[src/xte_pkg.sv]
// ----------------------------------------------------------------------------
// xte_pkg
// Shared types, constants and entity tables for the XML text escaper.
// ----------------------------------------------------------------------------
package xte_pkg;

    localparam int PADDR_W = 3;
    localparam int QDEPTH  = 4;
    localparam int QPTR_W  = $clog2(QDEPTH);
    localparam int QCNT_W  = $clog2(QDEPTH + 1);
    localparam int POS_W   = 4;

    localparam logic [PADDR_W-1:0] ADDR_MASK_DH = 3'd0;

    localparam logic [7:0] CH_DASH = 8'h2D;
    localparam logic [7:0] CH_AMP  = 8'h26;
    localparam logic [7:0] CH_GT   = 8'h3E;
    localparam logic [7:0] CH_LT   = 8'h3C;
    localparam logic [7:0] CH_QUOT = 8'h22;
    localparam logic [7:0] CH_APOS = 8'h27;
    localparam logic [7:0] CH_SPC  = 8'h20;

    typedef enum logic [2:0] {
        K_NONE  = 3'd0,
        K_LIT   = 3'd1,
        K_AMP   = 3'd2,
        K_GT    = 3'd3,
        K_LT    = 3'd4,
        K_QUOT  = 3'd5,
        K_APOS  = 3'd6,
        K_DASH2 = 3'd7
    } kind_t;

    typedef struct packed {
        logic [7:0] text_byte;
        logic       final_byte;
    } in_word_t;

    typedef struct packed {
        logic [7:0] out_byte;
        logic       has_byte;
        logic       run_last;
        logic       text_end;
    } out_word_t;

    // One classified input item: optional held hyphen, then a body string
    typedef struct packed {
        logic       lead;
        kind_t      kind;
        logic [7:0] lit;
        logic       fin;
    } job_t;

    function automatic logic [POS_W-1:0] body_len(input kind_t k);
        logic [POS_W-1:0] n;
        unique case (k)
            K_NONE:  n = 4'd0;
            K_LIT:   n = 4'd1;
            K_AMP:   n = 4'd5;
            K_GT:    n = 4'd4;
            K_LT:    n = 4'd4;
            K_QUOT:  n = 4'd6;
            K_APOS:  n = 4'd6;
            K_DASH2: n = 4'd10;
            default: n = 4'd0;
        endcase
        return n;
    endfunction

    function automatic logic [7:0] body_char(input kind_t k, input logic [POS_W-1:0] i,
                                             input logic [7:0] lit);
        logic [7:0] s [10];
        logic [7:0] c;
        s = '{8'h00, 8'h00, 8'h00, 8'h00, 8'h00, 8'h00, 8'h00, 8'h00, 8'h00, 8'h00};
        unique case (k)
            K_AMP:   s = '{"&", "a", "m", "p", ";", 8'h00, 8'h00, 8'h00, 8'h00, 8'h00};
            K_GT:    s = '{"&", "g", "t", ";", 8'h00, 8'h00, 8'h00, 8'h00, 8'h00, 8'h00};
            K_LT:    s = '{"&", "l", "t", ";", 8'h00, 8'h00, 8'h00, 8'h00, 8'h00, 8'h00};
            K_QUOT:  s = '{"&", "q", "u", "o", "t", ";", 8'h00, 8'h00, 8'h00, 8'h00};
            K_APOS:  s = '{"&", "a", "p", "o", "s", ";", 8'h00, 8'h00, 8'h00, 8'h00};
            K_DASH2: s = '{"&", "#", "4", "5", ";", "&", "#", "4", "5", ";"};
            default: s = '{lit, 8'h00, 8'h00, 8'h00, 8'h00, 8'h00, 8'h00, 8'h00, 8'h00, 8'h00};
        endcase
        if (i < 4'd10)
        begin
            c = s[i];
        end
        else
        begin
            c = 8'h00;
        end
        return c;
    endfunction

endpackage

[src/xte_front.sv]
// ----------------------------------------------------------------------------
// xte_front
// Classifies each input word into a job and tracks the held hyphen.
// ----------------------------------------------------------------------------
module xte_front
    import xte_pkg::*;
(
    input  logic     clk,
    input  logic     rst_n,
    input  logic     mask_dh,
    input  in_word_t in_data,
    input  logic     accept,
    output job_t     job,
    output logic     job_valid
);

    logic pend_reg;
    logic pend_next;
    logic is_dash;
    logic is_ctrl;
    logic [7:0] b;

    always_comb
    begin
        b         = in_data.text_byte;
        is_dash   = (b == CH_DASH) && mask_dh;
        is_ctrl   = (b != 8'h00) && (b < CH_SPC);
        job.lead  = 1'b0;
        job.kind  = K_NONE;
        job.lit   = b;
        job.fin   = in_data.final_byte;
        pend_next = 1'b0;
        if (is_dash)
        begin
            if (pend_reg)
            begin
                job.kind = K_DASH2;
            end
            else if (in_data.final_byte)
            begin
                // held hyphen flushed at text end
                job.kind = K_LIT;
            end
            else
            begin
                pend_next = 1'b1;
            end
        end
        else
        begin
            job.lead = pend_reg;
            priority if (is_ctrl)        job.kind = K_NONE;
            else if (b == CH_AMP)        job.kind = K_AMP;
            else if (b == CH_GT)         job.kind = K_GT;
            else if (b == CH_LT)         job.kind = K_LT;
            else if (b == CH_QUOT)       job.kind = K_QUOT;
            else if (b == CH_APOS)       job.kind = K_APOS;
            else                         job.kind = K_LIT;
        end
        job_valid = job.lead || (job.kind != K_NONE) || job.fin;
    end

    always_ff @(posedge clk or negedge rst_n)
    begin
        if (!rst_n)
        begin
            pend_reg <= 1'b0;
        end
        else if (accept)
        begin
            pend_reg <= pend_next;
        end
    end

endmodule

[src/xte_fifo.sv]
// ----------------------------------------------------------------------------
// xte_fifo
// Short job queue between front and back.
// ----------------------------------------------------------------------------
module xte_fifo
    import xte_pkg::*;
(
    input  logic clk,
    input  logic rst_n,
    input  logic wr_en,
    input  job_t wr_data,
    output logic full,
    input  logic rd_en,
    output job_t rd_data,
    output logic rd_valid
);

    job_t              mem [QDEPTH];
    logic [QPTR_W-1:0] wr_ptr_reg;
    logic [QPTR_W-1:0] rd_ptr_reg;
    logic [QCNT_W-1:0] cnt_reg;
    logic              do_wr;
    logic              do_rd;

    assign full     = (cnt_reg == QCNT_W'(QDEPTH));
    assign rd_valid = (cnt_reg != '0);
    assign rd_data  = mem[rd_ptr_reg];
    assign do_wr    = wr_en && !full;
    assign do_rd    = rd_en && rd_valid;

    always_ff @(posedge clk)
    begin
        if (do_wr)
        begin
            mem[wr_ptr_reg] <= wr_data;
        end
    end

    always_ff @(posedge clk or negedge rst_n)
    begin
        if (!rst_n)
        begin
            wr_ptr_reg <= '0;
            rd_ptr_reg <= '0;
            cnt_reg    <= '0;
        end
        else
        begin
            if (do_wr)
            begin
                wr_ptr_reg <= wr_ptr_reg + 1'b1;
            end
            if (do_rd)
            begin
                rd_ptr_reg <= rd_ptr_reg + 1'b1;
            end
            if (do_wr && !do_rd)
            begin
                cnt_reg <= cnt_reg + 1'b1;
            end
            else if (do_rd && !do_wr)
            begin
                cnt_reg <= cnt_reg - 1'b1;
            end
        end
    end

endmodule

[src/xte_back.sv]
// ----------------------------------------------------------------------------
// xte_back
// Walks each job byte by byte into a one-word output register.
// ----------------------------------------------------------------------------
module xte_back
    import xte_pkg::*;
(
    input  logic      clk,
    input  logic      rst_n,
    input  job_t      job,
    input  logic      job_valid,
    output logic      job_pop,
    input  logic      pop,
    output logic      empty,
    output out_word_t out_data
);

    logic [POS_W-1:0] pos_reg;
    logic [POS_W-1:0] pos_next;
    logic [POS_W-1:0] total;
    logic [POS_W-1:0] body_idx;
    logic             out_valid_reg;
    logic             out_free;
    logic             emit;
    logic             last;
    out_word_t        word_next;
    out_word_t        out_data_reg;

    always_comb
    begin
        total    = body_len(job.kind) + POS_W'(job.lead);
        body_idx = pos_reg - POS_W'(job.lead);
        last     = (total == '0) || (pos_reg == total - 1'b1);
        out_free = !out_valid_reg || pop;
        emit     = job_valid && out_free;
        job_pop  = emit && last;
        pos_next = last ? '0 : pos_reg + 1'b1;

        word_next.has_byte = (total != '0);
        word_next.run_last = last;
        word_next.text_end = last && job.fin;
        if (total == '0)
        begin
            word_next.out_byte = 8'h00;
        end
        else if (job.lead && (pos_reg == '0))
        begin
            word_next.out_byte = CH_DASH;
        end
        else
        begin
            word_next.out_byte = body_char(job.kind, body_idx, job.lit);
        end
    end

    always_ff @(posedge clk or negedge rst_n)
    begin
        if (!rst_n)
        begin
            pos_reg       <= '0;
            out_valid_reg <= 1'b0;
        end
        else
        begin
            if (emit)
            begin
                pos_reg <= pos_next;
            end
            if (out_free)
            begin
                out_valid_reg <= emit;
            end
        end
    end

    always_ff @(posedge clk)
    begin
        if (emit)
        begin
            out_data_reg <= word_next;
        end
    end

    assign empty    = !out_valid_reg;
    assign out_data = out_data_reg;

endmodule

[src/xml_text_escaper.sv]
// ----------------------------------------------------------------------------
// xml_text_escaper
// Streams text bytes in and their XML-escaped form out, one word per byte.
// ----------------------------------------------------------------------------
// Path: an accepted word is written into the job queue, and its first result
//   then passes through the output register.
// Throughput: one input word per cycle while each word yields at most one byte
//   and every result is popped; an entity word holds the back end for each of
//   its bytes while the four-entry job queue lets the front keep accepting.
// Reset (rst_n low, asynchronous): queue and output empty, no hyphen held,
//   masking off. No clearing pass; the block accepts words right after reset.
// ----------------------------------------------------------------------------
module xml_text_escaper
    import xte_pkg::*;
(
    input  logic               clk,
    input  logic               rst_n,
    // input queue side
    input  logic               push,
    output logic               full,
    input  in_word_t           in_data,
    // result queue side
    output logic               empty,
    input  logic               pop,
    output out_word_t          out_data,
    // configuration port
    input  logic               psel,
    input  logic               penable,
    input  logic               pwrite,
    input  logic [PADDR_W-1:0] paddr,
    input  logic [31:0]        pwdata,
    output logic [31:0]        prdata,
    output logic               pready
);

    logic mask_dh_reg;
    logic accept;
    logic fifo_full;
    logic front_valid;
    job_t front_job;
    job_t q_job;
    logic q_valid;
    logic q_pop;

    // Configuration: one register, word-aligned; upper slot reads as zero.
    assign pready = 1'b1;
    assign prdata = (paddr[PADDR_W-1] == ADDR_MASK_DH[PADDR_W-1])
                  ? {31'b0, mask_dh_reg} : 32'b0;

    always_ff @(posedge clk or negedge rst_n)
    begin
        if (!rst_n)
        begin
            mask_dh_reg <= 1'b0;
        end
        else if (psel && penable && pwrite && pready
                 && (paddr[PADDR_W-1] == ADDR_MASK_DH[PADDR_W-1]))
        begin
            mask_dh_reg <= pwdata[0];
        end
    end

    // Accept whenever the job queue has room; silent words just update state.
    assign full   = fifo_full;
    assign accept = push && !fifo_full;

    xte_front u_front (
        .clk       (clk),
        .rst_n     (rst_n),
        .mask_dh   (mask_dh_reg),
        .in_data   (in_data),
        .accept    (accept),
        .job       (front_job),
        .job_valid (front_valid)
    );

    xte_fifo u_fifo (
        .clk      (clk),
        .rst_n    (rst_n),
        .wr_en    (accept && front_valid),
        .wr_data  (front_job),
        .full     (fifo_full),
        .rd_en    (q_pop),
        .rd_data  (q_job),
        .rd_valid (q_valid)
    );

    // Back end: expand each job into bytes, one per free output slot.
    xte_back u_back (
        .clk       (clk),
        .rst_n     (rst_n),
        .job       (q_job),
        .job_valid (q_valid),
        .job_pop   (q_pop),
        .pop       (pop),
        .empty     (empty),
        .out_data  (out_data)
    );

    // End of text always closes the run of its input word.
    a_end_closes_run: assert property (@(posedge clk) disable iff (!rst_n)
        (!empty && out_data.text_end) |-> out_data.run_last)
        else $error("text_end without run_last");

    // An empty marker is only ever the end of a text and carries a zero byte.
    a_marker_is_end: assert property (@(posedge clk) disable iff (!rst_n)
        (!empty && !out_data.has_byte) |-> (out_data.text_end && out_data.out_byte == 8'h00))
        else $error("empty marker outside text end");

    // A job leaves the queue only as its last byte is issued.
    a_pop_on_last: assert property (@(posedge clk) disable iff (!rst_n)
        q_pop |=> (!empty && out_data.run_last))
        else $error("job retired without run_last");

endmodule

[config.mk]
export PLATFORM = sky130hd
export DESIGN_NAME = xml_text_escaper
export DESIGN_NICKNAME = d
export VERILOG_FILES = /design/src/xte_pkg.sv /design/src/xte_front.sv /design/src/xte_fifo.sv /design/src/xte_back.sv /design/src/xml_text_escaper.sv
export SDC_FILE = /design/constraint.sdc
export NUM_CORES = 1
export LEC_CHECK = 0
export BUFFER_PORTS_ARGS = -buffer_cell sky130_fd_sc_hd__buf_2
export CORE_AREA = 2 2 100 102
export DETAILED_ROUTE_END_ITERATION = 10
export DIE_AREA = 0 0 102 104
export PLACE_DENSITY = 0.75
export RECOVER_POWER = 50
export SLEW_MARGIN = 25
export SYNTH_ARGS = -nofsm -noshare
export SYNTH_HDL_FRONTEND = slang
export SYNTH_HIERARCHICAL = 1
export SYNTH_SLANG_ARGS = --single-unit
[constraint.sdc]
create_clock -name clk -period 4.2 [get_ports clk]
set_input_delay 0.84 -clock clk [delete_from_list [all_inputs] [get_ports clk]]
set_output_delay 0.84 -clock clk [all_outputs]
set_load 0.02 [all_outputs]
==> impl_metrics.yaml, run 1 <==
global_routing:
  track_usage_pct: 15.8
  grt_max_degree: 27
  grt_first_pass_wirelength_um: 13200
  grt_pass1_vias: 2703
  grt_overflow: 0
  grt_antenna_before_repair: 0
die:
  start_util_pct: 48.3
  num_io_pins: 97
  die_height_um: 104
  fp.dieW_um: 102
  core.rowCount: 36
  die_area_um2: 10600
  fp.coreArea_um2: 9550
synthesis:
  async_flop_share_pct: 18.2
  yosys.cell_types.count: 75
  netlist_area_um2: 4610
  yosysTopAreaCellShare_pct: 41.0
  synth_edf_count: 63
  synth_seq_area_share_pct: 48.6
  yosysTopAreaCell: "edfxtp_1"
  yosys_most_used_dff: "edfxtp_1"
  yosysWarningCount: 6
  synth_cells: 378
  ys_ff_latch: 77
  synth_area_leaders: "edfxtp_1 (41%), dfrtp_1 (7.6%), buf_4 (6.7%)"
  yosysMostFrequentCell: "edfxtp_1"
  synthTopCellsByCount: "edfxtp_1 (63), buf_4 (41), nand2_1 (27), ha_1 (19), nor2_1 (18)"
  avgSynthCellArea_um2: 12.2
sta:
  fin_crit_ns: 4.02
  max_slew_margin_pct: 46.7
  hold_viol_final: 0
  finalSetupTns_ns: 0
  worst_pin_slew_ns: 0.799
  fin_worst_skew_ns: 0.0118
  period_share_pct: 95.6
  rsz0062_at_grt: "no"
  setup_viol: 0
  max_freq_mhz: 249
  slew_violations: 0
detailed_routing:
  routed_via_density: 5.34
  drcViolationCount: 0
  num_vias: 2877
  wl_um: 7930
  drt_iter0_drc: 101
  firstDrtPassIters: 4
  antenna_left: 0
  wl_per_cell_um: 14.7
finish:
  final_nets: 472
  antennaDiodeCount: 0
  drive_gt1_share_pct: 19.7
  synthToLayoutAreaGrowth_pct: 7.30
  largest_reg_flops: 52
  final_cells: 539
setup_path:
  slowest_delay_ns: 0.55
  crit_chain: "mux4_2 -> inv_2 -> ha_1 -> nor2b_1 -> ha_2 -> ha_4 -> inv_2 -> ha_4 -> xor2_4 -> nand3_1 -> o2bb2a_4 -> o21ai_4 -> and2_4 -> nand2_4 -> ha_4 -> inv_1 -> fa_1 -> mux2_2"
  crit_top_cell: "ha_4"
  crit_slowest_cell: "mux4_2"
  path_class: "reg -> reg"
  critPathCaptureType: "register"
  cp_data_arrival_time_ns: 4.26
  critPathMaxFanout: 4
  worstSetupStartpointType: "register"
  crit_required_ns: 4.44
cts:
  cts.sinks: 77
  cts_tree: "done"
  ctsHoldBuffers: 0
  clock-root-buffer: "clkbuf_8"
  cts_max_level: 3
  cts_setup_buffers: 0
  clock_latency_ns: 0.35
  clkTransAtPathRegs_ns: 0.08
  clockBufferDepth: 2
  cts_made_buffers: 9
power:
  p_leak_nw: 1.82
  ir_worst_vdd_mv: 0.385
  design_power_total_mw: 4.49
  power_density_nw_per_um2: 908
placed_design:
  hpwl_um: 5640
  dp_cells: 523
  place_congestion: 0.881
  port_buffers: 31
job:
  maxCapViolations: 0
worst_hold_path:
  hp-class: "reg -> reg"
outcome:
  run_status: "finished, final reports clean"
[report_power, final]
group	internal, mW	switching (mW)	leakage (nW)
clock network	0.283	0.291	0.102
logic	1.14	1.56	0.965
registers	1.08	0.131	0.751
total	2.51	1.98	1.82
[cells by family after synthesis]
family          synth area share [%]
simple gates                    12.8
flops                           48.6
buf+inv                         10.3
compound gates                  11.2
fa+ha+maj                       5.59
mux                             7.87
xor+xnor                        3.37
other cells                    0.163
[layout make-up]
class	instances	area, µm²
Clock buffer	9	124
Inverter	15	58.8
Multi-Input combinational cell	258	2080
Timing Repair Buffer	40	195
Fill cell	830	4600
Clock inverter	7	80.1
Tap cell	133	166
Sequential cell	77	2240
[final timing paths]
path                                   endpoint  cells after the start  slack, ns                  from
max                           u_fifo/cnt_reg[1]                     18       0.18  u_fifo/rd_ptr_reg[0]
min                           u_fifo/cnt_reg[2]                      1       0.49     u_fifo/cnt_reg[2]
max reg2reg                   u_fifo/cnt_reg[1]                     18       0.18  u_fifo/rd_ptr_reg[0]
min reg2reg                   u_fifo/cnt_reg[2]                      1       0.49     u_fifo/cnt_reg[2]
max in group asynchronous  u_fifo/rd_ptr_reg[0]                      1       3.11                 rst_n
min in group asynchronous     u_back/pos_reg[2]                      1       0.54                 rst_n
[repair_timing]
item | CTS | global route
setup endpoints to repair | 0 | 1
resized for setup | 0 | 2
hold endpoints to repair | 0 | 0
[per-layer routing]
metal | share of wire (%) | global-route usage, % | vias to the layer above
met4 | 0.77 | 3.71 | 0
met1 | 46 | 21.5 | 1385
met2 | 48 | 25.2 | 115
met5 | 0 | 0 | -
li1 | - | - | 1370
met3 | 6.0 | 4.30 | 7
[cell usage in the layout (no fill, tap or decap), types with 2 or more instances in the layout]
| cell type | netlist | layout |
|---|---|---|
| mux2_2 | 3 | 3 |
| o32a_1 | 3 | 3 |
| inv_6 | 0 | 2 |
| o31ai_1 | 2 | 2 |
| nand3_1 | 9 | 9 |
| xor2_1 | 6 | 5 |
| conb_1 | 2 | 32 |
| a31oi_1 | 6 | 6 |
| buf_4 | 41 | 9 |
| o21a_1 | 2 | 2 |
| buf_2 | 6 | 9 |
| nor2_1 | 18 | 18 |
| mux4_2 | 13 | 13 |
| o2111ai_1 | 4 | 4 |
| a21oi_1 | 11 | 11 |
| inv_1 | 13 | 11 |
| and2_1 | 8 | 7 |
| o211ai_1 | 5 | 5 |
| nor3b_4 | 2 | 2 |
| a221oi_1 | 2 | 2 |
| nand4b_1 | 3 | 3 |
| xnor2_1 | 8 | 8 |
| nor3_1 | 4 | 4 |
| ha_1 | 19 | 15 |
| o221ai_1 | 2 | 2 |
| o21ai_0 | 10 | 11 |
| nor3b_1 | 3 | 2 |
| ha_4 | 0 | 3 |
| edfxtp_1 | 63 | 63 |
| nor2b_1 | 8 | 8 |
| dfrtp_1 | 14 | 13 |
| nand2b_1 | 5 | 5 |
| clkbuf_8 | 0 | 9 |
| o22ai_1 | 3 | 3 |
| inv_2 | 0 | 2 |
| nand2_1 | 27 | 26 |
| clkbuf_1 | 5 | 22 |
| a41oi_1 | 2 | 2 |
[critical path: cells and delay by family (launching register included)]
| family | cells | cell delay [ns] |
|---|---|---|
| xor+xnor | 1 | 0.17 |
| flops | 1 | 0.42 |
| fa+ha+maj | 6 | 1.38 |
| compound gates | 2 | 0.38 |
| simple gates | 4 | 0.48 |
| mux | 2 | 0.82 |
| buf+inv | 3 | 0.24 |
[through the flow]
step | setup slack (ns) | hold slack [ns] | cell area [µm²] | util [%]
4_1_cts | 0.0920 | 0.365 | 4960 | 52.0
6_report | 0.185 | 0.489 | 4950 | 51.8
2_1_floorplan | 0.0189 | 0.456 | 4800 | -
5_1_grt | 0.000205 | 0.536 | 4950 | 51.8
3_5_place_dp | 0.115 | 0.481 | 4760 | 49.8
3_3_place_gp | 0.155 | 0.477 | 4760 | 49.8
Note: power is estimated with default switching activity, not from simulation.
==> inputs of run 2 (changes only) <==
- PLACE_DENSITY: 0.75 -> 0.72
- clock period: 4.2 -> 4.6 ns (I/O delays scaled with it)
==> impl_metrics.yaml, run 2 (synthesis results as in run 1) <==
outcome:
  run_status: "finished, final reports clean"
setup_path:
  path_class: "reg -> reg"
  crit_chain: "mux4_2 -> inv_2 -> ha_1 -> nor2b_1 -> ha_1 -> ha_1 -> inv_1 -> ha_1 -> xor2_2 -> nand3_1 -> o2bb2a_4 -> o21ai_4 -> and2_1 -> nand2_1 -> ha_1 -> inv_1 -> fa_1 -> mux2_2"
  cp_data_arrival_time_ns: 4.55
  crit_required_ns: 4.82
  r2r-end: "u_fifo/cnt_reg[1]"
  critPathMaxFanout: 4
  r2r_cells: 18
  path_depth: 18
  cp_top_family: "adder cells"
  crit_top_cell: "ha_1"
  reg2reg_from: "u_fifo/rd_ptr_reg[0]"
  r2r_setup_slack_ns: 0.27
  crit_buf_inv: 3
  crit_slowest_cell: "mux4_2"
  worstSetupStartpointType: "register"
  critPathCaptureType: "register"
  slowest_delay_ns: 0.55
finish:
  drive_gt1_share_pct: 17.2
  final_cells: 540
  final_cell_mix: "edfxtp_1 (63), conb_1 (32), nand2_1 (27)"
  synthToLayoutAreaGrowth_pct: 5.75
  largest_reg_flops: 52
  antennaDiodeCount: 0
  final_area_um2: 4870
  final_nets: 473
  final_common_cell: "edfxtp_1"
cts:
  cts_max_level: 3
  cts.sinks: 77
  cts_tree: "done"
  clock-root-buffer: "clkbuf_8"
  clkTransAtPathRegs_ns: 0.07
  clockBufferDepth: 2
  cts_made_buffers: 9
  clock_latency_ns: 0.34
placed_design:
  placed_cell_area_um2: 4690
  dp_cells: 523
  hpwl_um: 5650
  dpl_worst_slack_ns: 0.168
  port_buffers: 31
  place_congestion: 0.870
power:
  power_density_nw_per_um2: 812
  ir_worst_vdd_mv: 0.396
  p_leak_nw: 1.81
global_routing:
  grt_overflow: 0
  grt_max_degree: 25
  track_usage_pct: 16.0
  grt_antenna_before_repair: 0
  grt_first_pass_wirelength_um: 13200
  grt_pass1_vias: 2756
detailed_routing:
  firstDrtPassIters: 5
  antenna_left: 0
  num_vias: 2853
  drcViolationCount: 0
  wl_um: 8020
  routed_via_density: 5.28
  wl_per_cell_um: 14.9
  drt_iter0_drc: 118
die:
  num_io_pins: 97
  die_area_um2: 10600
  start_util_pct: 48.3
  fp.coreArea_um2: 9550
  core.rowCount: 36
  die_height_um: 104
  fp.dieW_um: 102
sta:
  setup_slack_ns: 0.268
  setup_viol: 0
  worst_hold_slack_ns: 0.492
  worst_pin_slew_ns: 0.768
  period_share_pct: 94.2
  max_freq_mhz: 231
  slew_violations: 0
  max_slew_margin_pct: 48.8
  fin_crit_ns: 4.33
  hold_viol_final: 0
  fin_worst_skew_ns: 0.00903
worst_hold_path:
  hold_depth: 1
  hp-class: "reg -> reg"
  hold_end: "u_fifo/cnt_reg[2]"
  worstHoldStart: "u_fifo/cnt_reg[2]"
job:
  maxCapViolations: 0
## run 2: how the worst max path moves through the flow
stage / endpoint / slack, ns / startpoint
2_1_floorplan: u_fifo/cnt_reg[1] / 0.17 / u_fifo/rd_ptr_reg[0]
3_3_place_gp: u_fifo/cnt_reg[1] / 0.25 / u_fifo/rd_ptr_reg[0]
3_5_place_dp: u_fifo/cnt_reg[1] / 0.17 / u_fifo/rd_ptr_reg[0]
4_1_cts: u_fifo/cnt_reg[1] / 0.14 / u_fifo/rd_ptr_reg[0]
5_1_grt: u_fifo/cnt_reg[1] / -0.01 / u_fifo/rd_ptr_reg[0]
6_report: u_fifo/cnt_reg[1] / 0.27 / u_fifo/rd_ptr_reg[0]
## run 2: where the power goes
group          leakage (nW)  internal [mW]  switching, mW
registers             0.751          0.991          0.119
clock network        0.0967          0.262          0.231
logic                 0.961          0.973           1.38
## run 2: timing repair
action / in CTS / in global routing
hold buffers: 0 / 0
gates resized for setup: 0 / 3
setup endpoints to repair: 0 / 2
setup buffers: 0 / 1
## run 2: through the flow
stage                     total power [mW]  setup TNS [ns]  utilization (%)
final                                 3.96               0             51.0
after global routing                  4.29        -0.00980             51.0
after global placement                3.40               0             49.2
after floorplan                       3.01               0                -
after detailed placement              3.45               0             49.2
after CTS                             3.95               0             51.2
## run 2: cell type report
type,instances,area (µm²)
sequential,77,2240
inverter,15,58.8
timing repair buffer,41,201
fill,870,4670
clock inverter,5,51.3
multi-input combinational,258,2010
tap,133,166
clock buffer,11,141
## run 2: layer usage
metal	part of all wire (%)	vias up	GRT usage, %	routed length, µm
met1	45	1367	21.7	3600
li1	-	1373	-	-
met3	6.1	6	4.03	486
met2	48	107	24.8	3850
met4	1.0	0	5.62	83
met5	0	-	0	0
==> inputs of run 3 (changes only) <==
--- a/config.mk
+++ b/config.mk
@@ -10,5 +10,5 @@
 export DETAILED_ROUTE_END_ITERATION = 10
 export DIE_AREA = 0 0 102 104
-export PLACE_DENSITY = 0.72
+export PLACE_DENSITY = 0.77
 export RECOVER_POWER = 50
 export SLEW_MARGIN = 25
==> constraint.sdc (replaced) <==
create_clock -name clk -period 3.92 [get_ports clk]
set_input_delay 0.392 -clock clk [delete_from_list [all_inputs] [get_ports clk]]
set_output_delay 0.392 -clock clk [all_outputs]
set_load 0.02 [all_outputs]
==> impl_metrics.yaml, run 3 (synthesis results as in run 1) <==
finish:
  antennaDiodeCount: 0
  final_common_cell: "edfxtp_1"
  fillers: 824
  final_nets: 487
  drive_gt1_share_pct: 23.3
  final_cell_mix: "edfxtp_1 (63), conb_1 (32), nand2_1 (26)"
  synthToLayoutAreaGrowth_pct: 10.2
  largest_reg_flops: 52
cts:
  cts_max_level: 3
  cts_made_buffers: 9
  clockBufferDepth: 2
  clock_latency_ns: 0.35
  cts.sinks: 77
  cts_tree: "done"
  clock-root-buffer: "clkbuf_8"
  clkTransAtPathRegs_ns: 0.09
setup_path:
  crit_top_cell: "ha_4"
  cp_data_arrival_time_ns: 4.12
  crit_buf_inv: 3
  crit_chain: "mux4_2 -> inv_2 -> ha_4 -> nor2b_4 -> ha_4 -> ha_4 -> inv_2 -> ha_4 -> xor2_4 -> a21oi_4 -> o2bb2a_4 -> o21ai_4 -> and2_4 -> nand2_4 -> ha_4 -> inv_2 -> fa_1 -> mux2_2"
  cp_top_family: "adder cells"
  critPathMaxFanout: 4
  slowest_delay_ns: 0.55
  crit_required_ns: 4.17
  path_class: "reg -> reg"
  worstSetupStartpointType: "register"
  critPathCaptureType: "register"
  crit_slowest_cell: "mux4_2"
power:
  clkPwrFrac_pct: 11.2
  ir_worst_vdd_mv: 0.454
  switching_share_pct: 43.8
  comb_power_share_pct: 62.9
  p_leak_nw: 1.90
  p_int_mw: 2.83
  p_seq_share_pct: 25.9
  power_density_nw_per_um2: 990
  switching_power_mw: 2.20
die:
  die_area_um2: 10600
  fp.dieW_um: 102
  fp.coreArea_um2: 9550
  num_io_pins: 97
  die_height_um: 104
  core.rowCount: 36
  start_util_pct: 48.3
global_routing:
  grt_overflow: 0
  grt_max_degree: 27
  grt_pass1_vias: 2782
  grt_antenna_before_repair: 0
  track_usage_pct: 15.9
  grt_first_pass_wirelength_um: 13400
worst_hold_path:
  hp-class: "in -> reg"
sta:
  setup_viol: 0
  fin_crit_ns: 3.87
  max_freq_mhz: 258
  worst_hold_slack_ns: 0.246
  period_share_pct: 98.7
  worst_pin_slew_ns: 0.763
  setup_slack_ns: 0.0498
  hold_viol_final: 0
  slew_violations: 0
  max_slew_margin_pct: 49.1
  fin_worst_skew_ns: 0.00810
  rsz0062_at_grt: "yes"
detailed_routing:
  routed_via_density: 5.31
  drt_iter0_drc: 159
  drcViolationCount: 0
  num_vias: 2944
  wl_per_cell_um: 14.6
  antenna_left: 0
  wl_um: 8110
  firstDrtPassIters: 5
placed_design:
  place_congestion: 0.874
  port_buffers: 31
  hpwl_um: 5780
  dpl_worst_slack_ns: -0.127
outcome:
  run_status: "finished, final reports clean"
job:
  maxCapViolations: 0
==> run 3: cell count changes in the layout (fill, tap and decap cells not counted), moves of 2 or more <==
cell   delta
ha_4      +5
inv_8     +2
buf_4    +13
inv_6     +4
inv_2     +3
inv_1     -3
ha_1      -5
==> run 3: repair_timing <==
action / CTS / global route
hold buffers: 1 / 0
hold endpoints to repair: 14 / 0
setup endpoints to repair: 2 / 2
gates resized for setup: 4 / 2
buffers inserted: 2 / 0
pin swaps: 5 / 3
==> run 3: final timing paths <==
check / to / from / cells past startpoint / slack, ns
worst min-delay path: mask_dh_reg / pwdata[0] / 2 / 0.25
worst max-delay path: u_fifo/cnt_reg[1] / u_fifo/rd_ptr_reg[0] / 18 / 0.05
worst min register to register: u_fifo/cnt_reg[2] / u_fifo/cnt_reg[2] / 1 / 0.51
min in group asynchronous: u_fifo/wr_ptr_reg[0] / rst_n / 2 / 0.61
max in group asynchronous: u_fifo/rd_ptr_reg[0] / rst_n / 2 / 2.79
worst max register to register: u_fifo/cnt_reg[1] / u_fifo/rd_ptr_reg[0] / 18 / 0.05
==> run 3: layer usage <==
layer	GRT usage, %	vias up	wire (µm)
li1	-	1402	-
met1	21.5	1394	3590
met2	25.3	136	3870
met3	4.23	12	565
met4	4.48	0	79
met5	0	-	0
==> run 3: stage by stage <==
| stage | cell area [µm²] | util, % | TNS, ns | instances | total power, mW |
|---|---|---|---|---|---|
| finish | 5080 | 53.2 | 0 | 554 | 5.03 |
| floorplan | 4820 | - | -0.285 | 408 | 3.73 |
| CTS | 5100 | 53.5 | 0 | 555 | 5.05 |
| global placement | 4870 | 51.0 | -0.0689 | 536 | 4.32 |
| detailed placement | 4870 | 51.0 | -0.141 | 536 | 4.41 |
| global route | 5080 | 53.2 | -0.0777 | 554 | 5.43 |
==> run 3: cell type report <==
| cell class | count | area [µm²] | area share [%] |
|---|---|---|---|
| clock buffers | 9 | 124 | 2.44 |
| clock inverters | 7 | 62.6 | 1.23 |
| inverters | 15 | 58.8 | 1.16 |
| multi-input cells | 258 | 2120 | 41.7 |
| flip-flops and latches | 77 | 2240 | 44.2 |
| well taps | 133 | 166 | 3.28 |
| repair buffers | 55 | 309 | 6.08 |
==> run 3: power by group through the flow <==
stage	Combinational, mW	Clock (mW)	Sequential, mW
after CTS	3.16	0.583	1.31
after detailed placement	3.08	0	1.32
after floorplan	2.40	0	1.33
final	3.16	0.564	1.30
after global placement	3.01	0	1.31
after global routing	3.47	0.620	1.33
